### src/hdl/sis_pkg.sv
// Shared types for the stable insertion sorter: controller states and cell control.
package sis_pkg;

    typedef enum logic {
        ST_LOAD  = 1'b0,
        ST_DRAIN = 1'b1
    } t_state;

    typedef struct packed {
        logic insert;
        logic shift;
    } t_cell_ctrl;

endpackage

### src/hdl/sis_cell.sv
// One storage cell of the sorting chain: holds one key and tag, compares, shifts.
module sis_cell
    import sis_pkg::*;
#(
    parameter int KEY_BITS = 32,
    parameter int TAG_BITS = 8
) (
    input  logic                       i_clk,
    input  t_cell_ctrl                 i_ctrl,
    input  logic signed [KEY_BITS-1:0] i_new_key,
    input  logic        [TAG_BITS-1:0] i_new_tag,
    input  logic                       i_occupied,
    input  logic signed [KEY_BITS-1:0] i_left_key,
    input  logic        [TAG_BITS-1:0] i_left_tag,
    input  logic                       i_left_greater,
    input  logic signed [KEY_BITS-1:0] i_right_key,
    input  logic        [TAG_BITS-1:0] i_right_tag,
    output logic signed [KEY_BITS-1:0] o_key,
    output logic        [TAG_BITS-1:0] o_tag,
    output logic                       o_greater
);

    logic signed [KEY_BITS-1:0] r_key;
    logic signed [KEY_BITS-1:0] n_key;
    logic        [TAG_BITS-1:0] r_tag;
    logic        [TAG_BITS-1:0] n_tag;

    // Strictly greater only, so an equal new key lands behind the stored one.
    assign o_greater = i_occupied && (r_key > i_new_key);

    always_comb begin
        n_key = r_key;
        n_tag = r_tag;
        priority if (i_ctrl.shift) begin
            n_key = i_right_key;
            n_tag = i_right_tag;
        end else if (i_ctrl.insert) begin
            priority if (i_left_greater) begin
                n_key = i_left_key;
                n_tag = i_left_tag;
            end else if (o_greater || !i_occupied) begin
                n_key = i_new_key;
                n_tag = i_new_tag;
            end else begin
                n_key = r_key;
                n_tag = r_tag;
            end
        end else begin
            n_key = r_key;
            n_tag = r_tag;
        end
    end

    always_ff @(posedge i_clk) begin
        r_key <= n_key;
        r_tag <= n_tag;
    end

    assign o_key = r_key;
    assign o_tag = r_tag;

endmodule

### src/hdl/stable_insertion_sorter_top.sv
// Top level of the stable insertion sorter: cell chain, fill count and output stage.
//
//   Channel | Valid    | Stall    | Payload
//   --------+----------+----------+------------------------------------------------
//   input   | i_valid  | o_stall  | i_in_key, i_in_tag, i_in_last
//   output  | o_valid  | i_stall  | o_out_key, o_out_tag, o_out_final, o_out_overflow
//
// While a set is loading, one input beat is taken every cycle; each key is placed by the
// whole chain of compare-and-shift cells in the cycle it is accepted.
// The beat marked last moves the block into draining, which hands out the stored entries
// in order with the input stalled; the chain shifts toward cell 0.
// Output stalls pause draining; a finished result waits in the output register.
// Reset is synchronous and active low; it clears the count, the drop flag and the state.
module stable_insertion_sorter_top
    import sis_pkg::*;
#(
    parameter int ENTRIES  = 16,
    parameter int KEY_BITS = 32,
    parameter int TAG_BITS = 8
) (
    input  logic                       i_clk,
    input  logic                       i_rst_n,
    input  logic                       i_valid,
    output logic                       o_stall,
    input  logic signed [KEY_BITS-1:0] i_in_key,
    input  logic        [TAG_BITS-1:0] i_in_tag,
    input  logic                       i_in_last,
    output logic                       o_valid,
    input  logic                       i_stall,
    output logic signed [KEY_BITS-1:0] o_out_key,
    output logic        [TAG_BITS-1:0] o_out_tag,
    output logic                       o_out_final,
    output logic                       o_out_overflow
);

    localparam int CW = $clog2(ENTRIES + 1);

    t_state           r_state;
    t_state           n_state;
    logic [CW-1:0]    r_count;
    logic [CW-1:0]    n_count;
    logic             r_dropped;
    logic             n_dropped;
    logic             r_out_valid;
    logic             n_out_valid;
    logic signed [KEY_BITS-1:0] r_out_key;
    logic        [TAG_BITS-1:0] r_out_tag;
    logic             r_out_final;
    logic             r_out_overflow;

    logic             accept_in;
    logic             room;
    logic             load_out;
    logic             count_is_one;
    t_cell_ctrl       cell_ctrl;

    logic signed [KEY_BITS-1:0] w_key     [ENTRIES];
    logic        [TAG_BITS-1:0] w_tag     [ENTRIES];
    logic                       w_greater [ENTRIES];

    assign room         = (r_count != CW'(ENTRIES));
    assign count_is_one = (r_count == CW'(1));

    // Next state.
    always_comb begin
        n_state = r_state;
        unique case (r_state)
            ST_LOAD: begin
                if (i_valid && i_in_last) begin
                    n_state = ST_DRAIN;
                end
            end
            ST_DRAIN: begin
                if (load_out && count_is_one) begin
                    n_state = ST_LOAD;
                end
            end
            default: n_state = ST_LOAD;
        endcase
    end

    // State decode: input handshake, cell commands and output loading.
    always_comb begin
        o_stall   = 1'b1;
        load_out  = 1'b0;
        unique case (r_state)
            ST_LOAD: begin
                o_stall = 1'b0;
            end
            ST_DRAIN: begin
                load_out = (!r_out_valid || !i_stall) && (r_count != '0);
            end
            default: begin
                o_stall = 1'b1;
            end
        endcase
        accept_in        = i_valid && !o_stall;
        cell_ctrl.insert = accept_in && room;
        cell_ctrl.shift  = load_out;
    end

    // Fill count, drop flag and output register control.
    always_comb begin
        n_count     = r_count;
        n_dropped   = r_dropped;
        n_out_valid = r_out_valid;
        if (cell_ctrl.insert) begin
            n_count = r_count + CW'(1);
        end else if (load_out) begin
            n_count = r_count - CW'(1);
        end
        if (accept_in && !room) begin
            n_dropped = 1'b1;
        end else if (load_out && count_is_one) begin
            n_dropped = 1'b0;
        end
        if (load_out) begin
            n_out_valid = 1'b1;
        end else if (!i_stall) begin
            n_out_valid = 1'b0;
        end
    end

    always_ff @(posedge i_clk) begin
        if (!i_rst_n) begin
            r_state     <= ST_LOAD;
            r_count     <= '0;
            r_dropped   <= 1'b0;
            r_out_valid <= 1'b0;
        end else begin
            r_state     <= n_state;
            r_count     <= n_count;
            r_dropped   <= n_dropped;
            r_out_valid <= n_out_valid;
        end
    end

    // The head cell always holds the smallest remaining entry while draining.
    always_ff @(posedge i_clk) begin
        if (load_out) begin
            r_out_key      <= w_key[0];
            r_out_tag      <= w_tag[0];
            r_out_final    <= count_is_one;
            r_out_overflow <= r_dropped;
        end
    end

    // The chain: a cell is occupied when its index is below the fill count. On insert,
    // every cell holding a larger key moves up one place and the new entry drops into
    // the gap; on drain, each cell but the tail takes its upper neighbor's contents.
    for (genvar g = 0; g < ENTRIES; g++) begin : g_cell
        logic signed [KEY_BITS-1:0] left_key;
        logic        [TAG_BITS-1:0] left_tag;
        logic                       left_greater;
        logic signed [KEY_BITS-1:0] right_key;
        logic        [TAG_BITS-1:0] right_tag;

        if (g == 0) begin : g_head
            assign left_key     = '0;
            assign left_tag     = '0;
            assign left_greater = 1'b0;
        end else begin : g_body
            assign left_key     = w_key[g-1];
            assign left_tag     = w_tag[g-1];
            assign left_greater = w_greater[g-1];
        end

        if (g == ENTRIES - 1) begin : g_tail
            assign right_key = w_key[g];
            assign right_tag = w_tag[g];
        end else begin : g_inner
            assign right_key = w_key[g+1];
            assign right_tag = w_tag[g+1];
        end

        sis_cell #(
            .KEY_BITS(KEY_BITS),
            .TAG_BITS(TAG_BITS)
        ) u_cell (
            .i_clk          (i_clk),
            .i_ctrl         (cell_ctrl),
            .i_new_key      (i_in_key),
            .i_new_tag      (i_in_tag),
            .i_occupied     (CW'(g) < r_count),
            .i_left_key     (left_key),
            .i_left_tag     (left_tag),
            .i_left_greater (left_greater),
            .i_right_key    (right_key),
            .i_right_tag    (right_tag),
            .o_key          (w_key[g]),
            .o_tag          (w_tag[g]),
            .o_greater      (w_greater[g])
        );
    end

    assign o_valid        = r_out_valid;
    assign o_out_key      = r_out_key;
    assign o_out_tag      = r_out_tag;
    assign o_out_final    = r_out_final;
    assign o_out_overflow = r_out_overflow;

endmodule

### config.mk
export PLATFORM = sky130hd
export DESIGN_NAME = stable_insertion_sorter_top
export DESIGN_NICKNAME = d
export VERILOG_FILES = /design/src/hdl/sis_pkg.sv /design/src/hdl/sis_cell.sv /design/src/hdl/stable_insertion_sorter_top.sv
export SDC_FILE = /design/constraint.sdc
export NUM_CORES = 2
export LEC_CHECK = 0
export ABC_CLOCK_PERIOD_IN_PS = 15000
export BUFFER_PORTS_ARGS = -buffer_cell sky130_fd_sc_hd__buf_2
export CAP_MARGIN = 20
export CORE_ASPECT_RATIO = 0.7
export CORE_MARGIN = 1.5
export CORE_UTILIZATION = 45
export DETAILED_ROUTE_END_ITERATION = 6
export HOLD_SLACK_MARGIN = 0.15
export PLACE_DENSITY = 0.69
export SYNTH_ARGS = -nofsm -noshare
export SYNTH_HDL_FRONTEND = slang
export SYNTH_SLANG_ARGS = --single-unit
### constraint.sdc
create_clock -name i_clk -period 15 [get_ports i_clk]
set_clock_uncertainty 0.2 [all_clocks]
set_input_delay 3 -clock i_clk [delete_from_list [all_inputs] [get_ports i_clk]]
set_output_delay 3 -clock i_clk [all_outputs]
set_load 0.05 [all_outputs]
==> results_dict.tcl <==
set metrics [dict create \
    ir_drop_v 0.0000900 \
    dieWidth_um 379 \
    fmax_ghz 0.128 \
    ios 89 \
    dpl.hpwl_mm 112 \
    end_kind "register" \
    yosysWarnings 0 \
    pre_cts_slack_ps 6700 \
    arrival_ps 7930 \
    yosysSeqAreaShare_pct 46.3 \
    nNetsFinal 4660 \
    hold_class "register to register" \
    via_per_inst 6.72 \
    most-common-layout-cells "edfxtp_1, ha_1, nand2_1, a221o_1, nor2_1" \
    maxCapViolCount 0 \
    p_sw_share_pct 37.3 \
    synth-async-reset-ratio_pct 0 \
    post_cts_buffers 0 \
    failed_checks "design-rule violations" \
    synth-main-ff-cell "edfxtp_1" \
    die_y_um 266 \
    worstHoldStart "r_dropped" \
    reg2reg_to "g_cell[12].u_cell.o_key[16]" \
    clock_sinks 690 \
    grt_pass1_wl_mm 230 \
    final.period_utilization_pct 52.1 \
    comb_power_share_pct 31.0 \
    synth_area_sq_um 44600 \
    p_per_area_nw_per_um2 155 \
    status "finished, violations left" \
    crit_path_start "i_in_key[6]" \
    grtUsageMet2_pct 38.3 \
    drtPass1Iterations 7 \
    setup_violations 0 \
    min_period_ps 7820 \
    clk_latency_ps 680 \
    ys_types 74 \
    tightest_slew_ps 1220 \
    synth_edf_count 682 \
    rsz0062_at_grt "false" \
    timing.setup.tns_ps 0 \
    clk_pin_slew_ps 60 \
    use_met1_pct 48.6 \
    crit_fanout 42 \
    ctsResizeCount 0 \
    antenna_found_initial 13 \
    grt_pass1_vias 33700 \
    r2r-start "r_count[3]" \
    reg2reg_slack_ps 9390 \
    critPathKind "input port to register" \
    setup_ws_ps 7180 \
    syn_to_final_growth_pct 9.84 \
    cp-endpoint "g_cell[10].u_cell.o_key[10]" \
    antenna_left 0 \
    cts_buffers 72 \
    clk_path_buf_depth 3 \
    ctsHtreeMaxLevel 3 \
    overflow 0 \
    final_hold_viol_count 0 \
    portBuffers 88 \
    seqPwrFrac_pct 43.6 \
    cts_hold_buf 0 \
    p_int_mw 4.76 \
    cts_tree "yes" \
    finalPower_mw 7.60 \
    routed_wirelength_mm 158 \
    root_buffer "clkbuf_16" \
    syn_area_per_cell_sq_um 10.8 \
    grt.total_usage_pct 30.8 \
    start_kind "input port" \
    layout_commonest_cell "edfxtp_1" \
    gp_congestion 0.992 \
    p_sw_mw 2.84 \
    grtUsageMet3_pct 12.5 \
    max_slew_margin_pct 18.4 \
    clock_power_share_pct 25.4 \
    r2r_cells 8 \
    start_util_pct 45.4 \
    core_area_sq_um 98100 \
    rows 96 \
    first_iter_violations 5553 \
    synth_fp_nets 4698 \
    power_leakage_nw 19.9 \
    worstPathRequired_ps 15110 \
    synth_seq_cells 690 \
    avgRoutedWirePerCell_um 28.8 \
    detailroute.via_count 36900 \
    dieArea_sq_um 101000 \
    syn_inst 4138 \
    slew_violations 0 \
    busiest_layer "met1" \
    drive_above_1_share_pct 8.15 \
    drc_errors 2 \
    grt_max_degree 234 \
]
[cell families after synthesis]
kind of cell / after synthesis / share of synthesized area, %
muxes: 167 / 3.81
AOI/OAI and AO/OA: 1102 / 18.5
DFF: 690 / 46.3
buffers and inverters: 368 / 3.35
adders and majority gates: 515 / 14.5
and+or+nand+nor: 1290 / 13.5
xor gates and xnor gates: 6 / 0.118
[cell type report]
cell class	instances	area [sq um]
Clock inverter	43	460
Sequential cell	690	20600
Multi-Input combinational cell	3080	22800
Clock buffer	90	1980
Antenna cell	4	10.0
Inverter	77	297
Fill cell	8649	49200
Timing Repair Buffer	179	1170
Tap cell	1323	1660
[registers in the layout, summed over array words and instances, names as in the netlist, 5 cells and up]
signal	cells
g_cell.u_cell.o_key	512
g_cell.u_cell.o_tag	128
o_out_key	32
o_out_tag	8
r_count	5
[critical path: stages]
cell       delay [ps]
buf_2             140
inv_1             660
ha_1              260
nand2_1            70
nor4_1            670
o21ai_0           190
o211ai_1          200
a2111oi_1         200
nor3_4            210
buf_4             770
nor3_1            180
o21ai_4           770
buf_4             550
[how the worst min path moves through the flow]
stage / end / slack [ps] / cells after the start
final: o_out_overflow / 250 / 0
after global routing: o_out_overflow / 260 / 0
after CTS: o_out_overflow / 250 / 0
after detailed placement: o_out_overflow / 240 / 0
after global placement: o_out_overflow / 220 / 0
after floorplan: o_out_overflow / 210 / 0
[power groups by stage]
stage	Sequential, mW	Clock [mW]	Combinational, mW
floorplan	3.06	0	1.60
CTS	3.26	1.94	2.29
finish	3.31	1.93	2.36
global placement	3.29	0	2.21
detailed placement	3.30	0	2.28
global route	3.33	2.01	2.56
[metal layers]
layer	routed length, um	share of wire, %
met5	67	0.042
met4	2490	1.6
met3	26300	17
met2	58900	37
met1	70500	45
[Yosys cell counts, drive strengths merged (3+ instances only)]
cell / instances / share of area (%)
edfxtp: 682 / 46
ha: 515 / 14
nand2: 494 / 4.2
a221o: 397 / 8.9
nor2: 320 / 2.7
o21ai: 252 / 2.8
clkbuf: 220 / 1.9
a21oi: 182 / 2.1
and3: 165 / 2.3
mux2i: 157 / 3.6
a21o: 142 / 2.4
nand4: 95 / 1.3
inv: 77 / 0.65
buf: 71 / 0.84
nand3: 66 / 0.74
nor2b: 34 / 0.48
nor3: 34 / 0.42
o211ai: 19 / 0.32
nor4: 18 / 0.31
and2: 17 / 0.24
a31oi: 13 / 0.18
o21a: 13 / 0.22
a211oi: 11 / 0.19
and4: 11 / 0.22
mux2: 10 / 0.25
nand2b: 10 / 0.14
or2: 10 / 0.14
a221oi: 9 / 0.18
dfxtp: 8 / 0.36
o221ai: 8 / 0.16
a2111oi: 7 / 0.14
o21bai: 7 / 0.12
o31ai: 6 / 0.10
or3: 6 / 0.084
a41oi: 5 / 0.098
o22ai: 5 / 0.070
a2111o: 4 / 0.10
xor2: 4 / 0.079
a21boi: 3 / 0.051
a22oi: 3 / 0.051
or4: 3 / 0.051
[metrics by stage]
step / area (sq um) / utilization [%] / hold slack (ps) / instances
2_1_floorplan: 44600 / - / 209 / 4138
3_3_place_gp: 46400 / 47.3 / 224 / 5340
3_5_place_dp: 46400 / 47.3 / 236 / 5342
4_1_cts: 48900 / 49.8 / 252 / 5475
5_1_grt: 49000 / 49.9 / 256 / 5484
6_report: 49000 / 49.9 / 255 / 5486
Power figures use the tool's default switching activity.
